==> src/dnle_pkg.sv <==
// ----------------------------------------------------------------------------
// dnle_pkg
// Shared types and constants of the domain name label encoder.
// ----------------------------------------------------------------------------
package dnle_pkg;

  localparam int unsigned CNT_W  = 6;
  localparam int unsigned BYTE_W = 8;

  localparam logic [BYTE_W-1:0] DOT_CHAR  = 8'h2E;
  localparam logic [BYTE_W-1:0] TERM_BYTE = 8'h00;

  // flush command passed from the front to the back
  typedef struct packed {
    logic             end_flag;
    logic             trunc;
    logic [CNT_W-1:0] count;
  } cmd_t;

  typedef enum logic [4:0] {
    B_IDLE = 5'b00001,
    B_LEN  = 5'b00010,
    B_RD   = 5'b00100,
    B_CHR  = 5'b01000,
    B_TERM = 5'b10000
  } back_state_e;

endpackage

==> src/dnle_ram.sv <==
// ----------------------------------------------------------------------------
// dnle_ram
// Generic single write port, single read port RAM with registered read.
// ----------------------------------------------------------------------------
module dnle_ram #(
  parameter int unsigned WIDTH = 8,
  parameter int unsigned DEPTH = 32,
  localparam int unsigned AW   = (DEPTH > 1) ? $clog2(DEPTH) : 1
) (
  input  logic             clk_i,
  input  logic             we_i,
  input  logic [AW-1:0]    waddr_i,
  input  logic [WIDTH-1:0] wdata_i,
  input  logic             re_i,
  input  logic [AW-1:0]    raddr_i,
  output logic [WIDTH-1:0] rdata_o
);

  logic [WIDTH-1:0] mem_q [DEPTH];
  logic [WIDTH-1:0] rdata_q;

  always_ff @(posedge clk_i) begin
    if (we_i) begin
      mem_q[waddr_i] <= wdata_i;
    end
    if (re_i) begin
      rdata_q <= mem_q[raddr_i];
    end
  end

  assign rdata_o = rdata_q;

endmodule

==> src/dnle_cmd_fifo.sv <==
// ----------------------------------------------------------------------------
// dnle_cmd_fifo
// Two-entry queue of flush commands between the front and the back.
// ----------------------------------------------------------------------------
module dnle_cmd_fifo (
  input  logic           clk_i,
  input  logic           rst_ni,
  input  logic           push_i,
  input  dnle_pkg::cmd_t push_data_i,
  output logic           full_o,
  input  logic           pop_i,
  output dnle_pkg::cmd_t pop_data_o,
  output logic           empty_o
);

  dnle_pkg::cmd_t entry_q [2];
  logic           wr_ptr_q, wr_ptr_d;
  logic           rd_ptr_q, rd_ptr_d;
  logic [1:0]     fill_q, fill_d;
  logic           do_push, do_pop;

  assign full_o     = (fill_q == 2'd2);
  assign empty_o    = (fill_q == 2'd0);
  assign do_push    = push_i && !full_o;
  assign do_pop     = pop_i && !empty_o;
  assign pop_data_o = entry_q[rd_ptr_q];

  always_comb begin
    wr_ptr_d = wr_ptr_q ^ do_push;
    rd_ptr_d = rd_ptr_q ^ do_pop;
    fill_d   = fill_q;
    if (do_push && !do_pop) begin
      fill_d = fill_q + 2'd1;
    end else if (do_pop && !do_push) begin
      fill_d = fill_q - 2'd1;
    end
  end

  always_ff @(posedge clk_i or negedge rst_ni) begin
    if (!rst_ni) begin
      wr_ptr_q <= 1'b0;
      rd_ptr_q <= 1'b0;
      fill_q   <= 2'd0;
    end else begin
      wr_ptr_q <= wr_ptr_d;
      rd_ptr_q <= rd_ptr_d;
      fill_q   <= fill_d;
    end
  end

  always_ff @(posedge clk_i) begin
    if (do_push) begin
      entry_q[wr_ptr_q] <= push_data_i;
    end
  end

endmodule

==> src/dnle_front.sv <==
// ----------------------------------------------------------------------------
// dnle_front
// Accepts name items, stores label characters and queues flush commands.
// ----------------------------------------------------------------------------
module dnle_front #(
  parameter int unsigned LABEL_DEPTH = 32,
  localparam int unsigned AW = (LABEL_DEPTH > 1) ? $clog2(LABEL_DEPTH) : 1
) (
  input  logic                         clk_i,
  input  logic                         rst_ni,
  input  logic                         in_valid_i,
  output logic                         in_ready_o,
  input  logic [dnle_pkg::BYTE_W-1:0]  name_char_i,
  input  logic                         end_of_name_i,
  input  logic                         fifo_full_i,
  input  logic                         fifo_empty_i,
  input  logic                         back_busy_i,
  output logic                         push_o,
  output dnle_pkg::cmd_t               push_data_o,
  output logic                         we_o,
  output logic [AW-1:0]                waddr_o,
  output logic [dnle_pkg::BYTE_W-1:0]  wdata_o
);

  localparam logic [dnle_pkg::CNT_W-1:0] DEPTH_CNT = dnle_pkg::CNT_W'(LABEL_DEPTH);

  logic [dnle_pkg::CNT_W-1:0] count_q, count_d;
  logic                       ovf_q, ovf_d;
  logic                       is_sep, accept, has_room;

  assign is_sep   = end_of_name_i || (name_char_i == dnle_pkg::DOT_CHAR);
  // characters wait until the back has read out the previous label
  assign in_ready_o = is_sep ? !fifo_full_i : (fifo_empty_i && !back_busy_i);
  assign accept   = in_valid_i && in_ready_o;
  assign has_room = (count_q < DEPTH_CNT);

  assign push_o               = accept && is_sep;
  assign push_data_o.end_flag = end_of_name_i;
  assign push_data_o.trunc    = ovf_q;
  assign push_data_o.count    = count_q;

  assign we_o    = accept && !is_sep && has_room;
  assign waddr_o = count_q[AW-1:0];
  assign wdata_o = name_char_i;

  always_comb begin
    count_d = count_q;
    ovf_d   = ovf_q;
    if (accept) begin
      if (is_sep) begin
        count_d = '0;
        ovf_d   = 1'b0;
      end else if (has_room) begin
        count_d = count_q + dnle_pkg::CNT_W'(1);
      end else begin
        ovf_d = 1'b1;
      end
    end
  end

  always_ff @(posedge clk_i or negedge rst_ni) begin
    if (!rst_ni) begin
      count_q <= '0;
      ovf_q   <= 1'b0;
    end else begin
      count_q <= count_d;
      ovf_q   <= ovf_d;
    end
  end

endmodule

==> src/dnle_back.sv <==
// ----------------------------------------------------------------------------
// dnle_back
// Carries out flush commands: length byte, label characters, terminator.
// ----------------------------------------------------------------------------
module dnle_back #(
  parameter int unsigned LABEL_DEPTH = 32,
  localparam int unsigned AW = (LABEL_DEPTH > 1) ? $clog2(LABEL_DEPTH) : 1
) (
  input  logic                         clk_i,
  input  logic                         rst_ni,
  input  logic                         fifo_empty_i,
  input  dnle_pkg::cmd_t               cmd_i,
  output logic                         pop_o,
  output logic                         busy_o,
  output logic                         re_o,
  output logic [AW-1:0]                raddr_o,
  input  logic [dnle_pkg::BYTE_W-1:0]  rdata_i,
  output logic                         out_valid_o,
  input  logic                         out_ready_i,
  output logic [dnle_pkg::BYTE_W-1:0]  wire_byte_o,
  output logic                         truncated_o,
  output logic                         last_of_run_o
);

  dnle_pkg::back_state_e      state_q, state_d;
  dnle_pkg::cmd_t             cur_q, cur_d;
  logic [dnle_pkg::CNT_W-1:0] idx_q, idx_d;
  logic                       oval_q, oval_d;
  logic [dnle_pkg::BYTE_W-1:0] obyte_q, obyte_d;
  logic                       otrunc_q, otrunc_d;
  logic                       olast_q, olast_d;
  logic                       slot_free, last_chr;

  assign slot_free = !oval_q || out_ready_i;
  assign last_chr  = ((idx_q + dnle_pkg::CNT_W'(1)) == cur_q.count);

  assign busy_o        = (state_q != dnle_pkg::B_IDLE);
  assign pop_o         = (state_q == dnle_pkg::B_IDLE) && !fifo_empty_i;
  assign re_o          = (state_q == dnle_pkg::B_RD);
  assign raddr_o       = idx_q[AW-1:0];
  assign out_valid_o   = oval_q;
  assign wire_byte_o   = obyte_q;
  assign truncated_o   = otrunc_q;
  assign last_of_run_o = olast_q;

  always_comb begin
    state_d  = state_q;
    cur_d    = cur_q;
    idx_d    = idx_q;
    oval_d   = oval_q && !out_ready_i;
    obyte_d  = obyte_q;
    otrunc_d = otrunc_q;
    olast_d  = olast_q;
    case (state_q)
      dnle_pkg::B_IDLE: begin
        if (!fifo_empty_i) begin
          cur_d   = cmd_i;
          idx_d   = '0;
          state_d = dnle_pkg::B_LEN;
        end
      end
      dnle_pkg::B_LEN: begin
        if (slot_free) begin
          oval_d   = 1'b1;
          obyte_d  = dnle_pkg::BYTE_W'(cur_q.count);
          otrunc_d = cur_q.trunc;
          olast_d  = (cur_q.count == '0) && !cur_q.end_flag;
          if (cur_q.count != '0) begin
            state_d = dnle_pkg::B_RD;
          end else if (cur_q.end_flag) begin
            state_d = dnle_pkg::B_TERM;
          end else begin
            state_d = dnle_pkg::B_IDLE;
          end
        end
      end
      dnle_pkg::B_RD: begin
        state_d = dnle_pkg::B_CHR;
      end
      dnle_pkg::B_CHR: begin
        if (slot_free) begin
          oval_d   = 1'b1;
          obyte_d  = rdata_i;
          otrunc_d = cur_q.trunc;
          olast_d  = last_chr && !cur_q.end_flag;
          idx_d    = idx_q + dnle_pkg::CNT_W'(1);
          if (!last_chr) begin
            state_d = dnle_pkg::B_RD;
          end else if (cur_q.end_flag) begin
            state_d = dnle_pkg::B_TERM;
          end else begin
            state_d = dnle_pkg::B_IDLE;
          end
        end
      end
      dnle_pkg::B_TERM: begin
        if (slot_free) begin
          oval_d   = 1'b1;
          obyte_d  = dnle_pkg::TERM_BYTE;
          otrunc_d = 1'b0;
          olast_d  = 1'b1;
          state_d  = dnle_pkg::B_IDLE;
        end
      end
      default: begin
        state_d = dnle_pkg::B_IDLE;
      end
    endcase
  end

  always_ff @(posedge clk_i or negedge rst_ni) begin
    if (!rst_ni) begin
      state_q <= dnle_pkg::B_IDLE;
      oval_q  <= 1'b0;
    end else begin
      state_q <= state_d;
      oval_q  <= oval_d;
    end
  end

  always_ff @(posedge clk_i) begin
    cur_q    <= cur_d;
    idx_q    <= idx_d;
    obyte_q  <= obyte_d;
    otrunc_q <= otrunc_d;
    olast_q  <= olast_d;
  end

endmodule

==> src/dns_name_label_encoder.sv <==
// ----------------------------------------------------------------------------
// dns_name_label_encoder
// Turns a dotted domain name into length-prefixed wire-format labels.
// ----------------------------------------------------------------------------
// Input channel (in_valid_i/in_ready_o): one name character per item, or an
// end_of_name item that closes the name. Output channel (out_valid_o/
// out_ready_i): one wire byte per item, with the label's truncated flag and
// last_of_run marking the final byte caused by one input item.
// An ordinary character is written to the label RAM, or dropped and flagged as
// truncated when the label is full. A dot or end item is queued as a flush
// command (two-entry queue); the back then sends the length byte, reads each
// character from the RAM and loads it into the output register, and adds the
// terminator after an end item. A separator's command passes the queue and
// the back's command register before its length byte is loaded. Characters of
// the next label are held off until the back has read out the current label.
// When the receiver stalls, the output register holds its byte and the back
// waits; the front keeps queuing separators until the queue is full.
// Reset empties the label, the queue and the output register.
// ----------------------------------------------------------------------------
module dns_name_label_encoder #(
  parameter int unsigned LABEL_DEPTH = 32
) (
  input  logic                        clk_i,
  input  logic                        rst_ni,
  input  logic                        in_valid_i,
  output logic                        in_ready_o,
  input  logic [dnle_pkg::BYTE_W-1:0] name_char_i,
  input  logic                        end_of_name_i,
  output logic                        out_valid_o,
  input  logic                        out_ready_i,
  output logic [dnle_pkg::BYTE_W-1:0] wire_byte_o,
  output logic                        truncated_o,
  output logic                        last_of_run_o
);

  localparam int unsigned AW = (LABEL_DEPTH > 1) ? $clog2(LABEL_DEPTH) : 1;

  logic                        fifo_full, fifo_empty, back_busy;
  logic                        push, pop;
  dnle_pkg::cmd_t              push_data, pop_data;
  logic                        we, re;
  logic [AW-1:0]               waddr, raddr;
  logic [dnle_pkg::BYTE_W-1:0] wdata, rdata;

  dnle_front #(
    .LABEL_DEPTH (LABEL_DEPTH)
  ) u_front (
    .clk_i         (clk_i),
    .rst_ni        (rst_ni),
    .in_valid_i    (in_valid_i),
    .in_ready_o    (in_ready_o),
    .name_char_i   (name_char_i),
    .end_of_name_i (end_of_name_i),
    .fifo_full_i   (fifo_full),
    .fifo_empty_i  (fifo_empty),
    .back_busy_i   (back_busy),
    .push_o        (push),
    .push_data_o   (push_data),
    .we_o          (we),
    .waddr_o       (waddr),
    .wdata_o       (wdata)
  );

  dnle_cmd_fifo u_fifo (
    .clk_i       (clk_i),
    .rst_ni      (rst_ni),
    .push_i      (push),
    .push_data_i (push_data),
    .full_o      (fifo_full),
    .pop_i       (pop),
    .pop_data_o  (pop_data),
    .empty_o     (fifo_empty)
  );

  dnle_ram #(
    .WIDTH (dnle_pkg::BYTE_W),
    .DEPTH (LABEL_DEPTH)
  ) u_label_ram (
    .clk_i   (clk_i),
    .we_i    (we),
    .waddr_i (waddr),
    .wdata_i (wdata),
    .re_i    (re),
    .raddr_i (raddr),
    .rdata_o (rdata)
  );

  dnle_back #(
    .LABEL_DEPTH (LABEL_DEPTH)
  ) u_back (
    .clk_i         (clk_i),
    .rst_ni        (rst_ni),
    .fifo_empty_i  (fifo_empty),
    .cmd_i         (pop_data),
    .pop_o         (pop),
    .busy_o        (back_busy),
    .re_o          (re),
    .raddr_o       (raddr),
    .rdata_i       (rdata),
    .out_valid_o   (out_valid_o),
    .out_ready_i   (out_ready_i),
    .wire_byte_o   (wire_byte_o),
    .truncated_o   (truncated_o),
    .last_of_run_o (last_of_run_o)
  );

endmodule
==> config.mk <==
export PLATFORM = sky130hd
export DESIGN_NAME = dns_name_label_encoder
export DESIGN_NICKNAME = d
export VERILOG_FILES = /design/src/dnle_pkg.sv /design/src/dnle_ram.sv /design/src/dnle_cmd_fifo.sv /design/src/dnle_front.sv /design/src/dnle_back.sv /design/src/dns_name_label_encoder.sv
export SDC_FILE = /design/constraint.sdc
export NUM_CORES = 1
export LEC_CHECK = 0
export BUFFER_PORTS_ARGS = -buffer_cell sky130_fd_sc_hd__buf_4
export CORE_AREA = 2 2 188 144
export CTS_BUF_LIST = sky130_fd_sc_hd__clkbuf_16
export DETAILED_ROUTE_END_ITERATION = 16
export DIE_AREA = 0 0 190 146
export PLACE_DENSITY = 0.65
export SYNTH_ARGS = -nofsm -noshare
export SYNTH_HDL_FRONTEND = slang
export SYNTH_SLANG_ARGS = --single-unit
==> constraint.sdc <==
create_clock -name clk_i -period 8.27 [get_ports clk_i]
set_clock_uncertainty 0.1 [all_clocks]
set_input_delay 0.4135 -clock clk_i [delete_from_list [all_inputs] [get_ports clk_i]]
set_output_delay 0.4135 -clock clk_i [all_outputs]
set_load 0.1 [all_outputs]
==> results.sh <==
export IMPL_min_path_type="primary input to flip-flop"
export IMPL_ctsResizeCount=0
export IMPL_synth_area_um2=12810
export IMPL_synth_edff_count=304
export IMPL_wl_met1_mm=12.42
export IMPL_cts_tree="done"
export IMPL_cts_made_buffers=31
export IMPL_hold_viol=0
export IMPL_path_delay_family="simple AND/OR/NAND/NOR gates"
export IMPL_maxSlewViolCount=0
export IMPL_coreArea_um2=25720
export IMPL_num_rows=51
export IMPL_p_per_area_nw_per_um2=322.7
export IMPL_grt_pass1_wl_mm=40.28
export IMPL_fin_util_pct=55.47
export IMPL_grt_max_degree=67
export IMPL_synthTopCellsByArea="edfxtp_1, mux4_2, dfrtp_1"
export IMPL_min_period_ns=3.423
export IMPL_track_usage_pct=20.10
export IMPL_post_place_ws_ns=4.824
export IMPL_dp_hpwl_mm=17.81
export IMPL_status="finished clean"
export IMPL_comb_power_share_pct=27.0
export IMPL_syn_to_final_growth_pct=11.37
export IMPL_met3WireLength_mm=2.531
export IMPL_syn_nets=651
export IMPL_whs_ns=0.1596
export IMPL_crit_path_end_kind="flip-flop"
export IMPL_yosysTopAreaCell="edfxtp_1"
export IMPL_wl_met2_mm=11.92
export IMPL_ys_flop_type="edfxtp_1"
export IMPL_drt_initial_drc_count=671
export IMPL_async_flop_share_pct=5.296
export IMPL_avgSynthCellArea_um2=20.33
export IMPL_relSlewSlack_pct=25.05
export IMPL_internal_power_mw=3.225
export IMPL_drt_vias_per_instance=6.022
export IMPL_maxCapViolCount=0
export IMPL_fin_ws_ns=4.847
export IMPL_setup_viol=0
export IMPL_yosys_warnings=0
export IMPL_seqPwrFrac_pct=44.5
export IMPL_top_layer="met4"
export IMPL_worst_ep_required_time_ns=8.33
export IMPL_cts_root_buf="clkbuf_16"
export IMPL_synthDistinctLibCells=48
export IMPL_design_die_area_um2=27740
export IMPL_seq_area_frac_synth_pct=74.60
export IMPL_fmax_mhz=292.1
export IMPL_ios=25
export IMPL_antenna_found_initial=1
export IMPL_die_width_um=190
export IMPL_grt_pass1_vias=6123
export IMPL_layout_common_cells="edfxtp_1, mux4_2, nor2_1"
export IMPL_drtAntennaViolNets=0
export IMPL_ys_ff_latch=321
export IMPL_criticalPathCategory="flip-flop to flip-flop"
export IMPL_cpPeakStageDelay_ns=0.93
export IMPL_die_y_um=146
export IMPL_tightest_slew_ns=1.120
export IMPL_io_buffers=24
export IMPL_path_cells="or3_1, or4_4, nor4_4, nand2_1, nor2_1"
export IMPL_path_clk_slew_ns=0.07
export IMPL_final_common_cell="edfxtp_1"
export IMPL_synthCells=630
export IMPL_worst_endpoint_arrival_ns=3.49
export IMPL_swShare_pct=29.94
export IMPL_cp_max_fo=9
export IMPL_power_switching_mw=1.378
export IMPL_htree_levels=1
export IMPL_netlist_area_leader_share_pct=71.27
export IMPL_drive_gt1_share_pct=25.00
export IMPL_max_vdd_ir_drop_v=0.0001887
export IMPL_rsz0062_at_grt="false"
export IMPL_n_antenna_cell=0
export IMPL_drc_errors=0
export IMPL_setup_tns_ns=0
export IMPL_cp_buffers_inverters=0
export IMPL_cts_sinks=321
export IMPL_nets=685
export IMPL_overflow=0
export IMPL_routedWlPerCell_um=26.49
export IMPL_clock_latency_ns=0.55
export IMPL_start_util_pct=49.81
export IMPL_drt_total_wl_mm=27.34
export IMPL_p_leak_nw=4.612
export IMPL_power_total_mw=4.603
export IMPL_critical_path_slowest_cell="nor2_1"
export IMPL_post_route_period_util_pct=41.39
export IMPL_gp_congestion=0.8473
export IMPL_drt_pass1_iterations=5
export IMPL_vias=6215
export IMPL_clockBufferDepth=3
export IMPL_power_frac_clock_pct=28.5
export IMPL_start_kind="flip-flop"
-- per-layer routing --
layer / global-route usage [%] / up-vias
met5: 0 / -
met3: 5.426 / 36
met1: 32.03 / 3263
li1: - / 2632
met4: 3.760 / 0
met2: 28.12 / 284
-- through the flow --
stage	instance area, um^2	cells
final	14260	1032
after global routing	14260	1032
after CTS	14260	1032
after detailed placement	13310	973
after global placement	13310	973
after floorplan	12810	630
-- cell families after synthesis --
logic type | after synthesis | share of synthesized area (%)
AOI/OAI and AO/OA | 38 | 2.051
DFF | 321 | 74.60
buffers and inverters | 38 | 1.407
adders and majority gates | 8 | 0.7815
muxes | 96 | 15.47
xor gates and xnor gates | 17 | 1.377
and+or+nand+nor | 112 | 4.308
-- sequential cells by signal, summed over array words and instances, names as in the netlist, 2 cells and up --
| register | cells |
|---|---|
| u_back.cur_q | 8 |
| u_back.idx_q | 6 |
| u_back.state_q | 5 |
| u_back.wire_byte_o | 8 |
| u_fifo.entry_q | 16 |
| u_fifo.fill_q | 2 |
| u_front.count_q | 6 |
| u_label_ram.mem_q | 256 |
| u_label_ram.rdata_o | 8 |
-- worst min-delay path: cells and delay by family --
family | cells | cell delay (ns)
buffers and inverters | 1 | 0.08
AND/OR/NAND/NOR | 2 | 0.27
-- synth_stat cells, drive strengths merged (3+ instances only) --
cell type and n:
edfxtp 304, mux4 80, nor2 59, buf 17, dfrtp 16, mux2 16, nand2 14, o21ai 14
clkbuf 13, xnor2 9, ha 8, inv 8, a22o 6, nand3 6, xor2 6, and2 4
nor2b 4, nor4 4, or3 4, a21oi 3, a31oi 3, nand2b 3, or4 3
-- area by class of cell --
cell class | instances | area [um^2]
Fill cell | 1891 | 11450
Sequential cell | 321 | 9555
Multi-Input combinational cell | 271 | 3073
Clock buffer | 31 | 775.7
Tap cell | 344 | 430.4
Timing Repair Buffer | 31 | 237.7
Clock inverter | 26 | 162.7
Inverter | 8 | 30.03
-- power groups by stage --
| stage | Combinational, mW | Clock [mW] | Sequential [mW] |
|---|---|---|---|
| detailed placement | 1.25 | 0 | 2.08 |
| global route | 1.32 | 1.39 | 2.06 |
| floorplan | 0.878 | 0 | 2.13 |
| finish | 1.24 | 1.31 | 2.05 |
| CTS | 1.25 | 1.33 | 2.05 |
| global placement | 1.23 | 0 | 2.07 |
-- worst paths after layout --
kind,from,to,slack [ns],cells after the start
worst max-delay path,u_back.state_q[1],u_label_ram.mem_q[9][3],4.85,5
worst min-delay path,out_ready_i,u_back.out_valid_o,0.16,3
worst max register to register,u_back.state_q[1],u_label_ram.mem_q[9][3],4.85,5
worst min register to register,u_back.cur_q[6],u_back.truncated_o,0.41,1
max in group asynchronous,rst_ni,u_back.state_q[0],7.64,2
min in group asynchronous,rst_ni,u_back.state_q[2],0.17,2
-- timing repair --
action	CTS	global route
setup endpoints to repair	0	0
setup buffers	0	0
hold endpoints to repair	19	0
hold buffers	2	0
(Power assumes the default switching activity.)
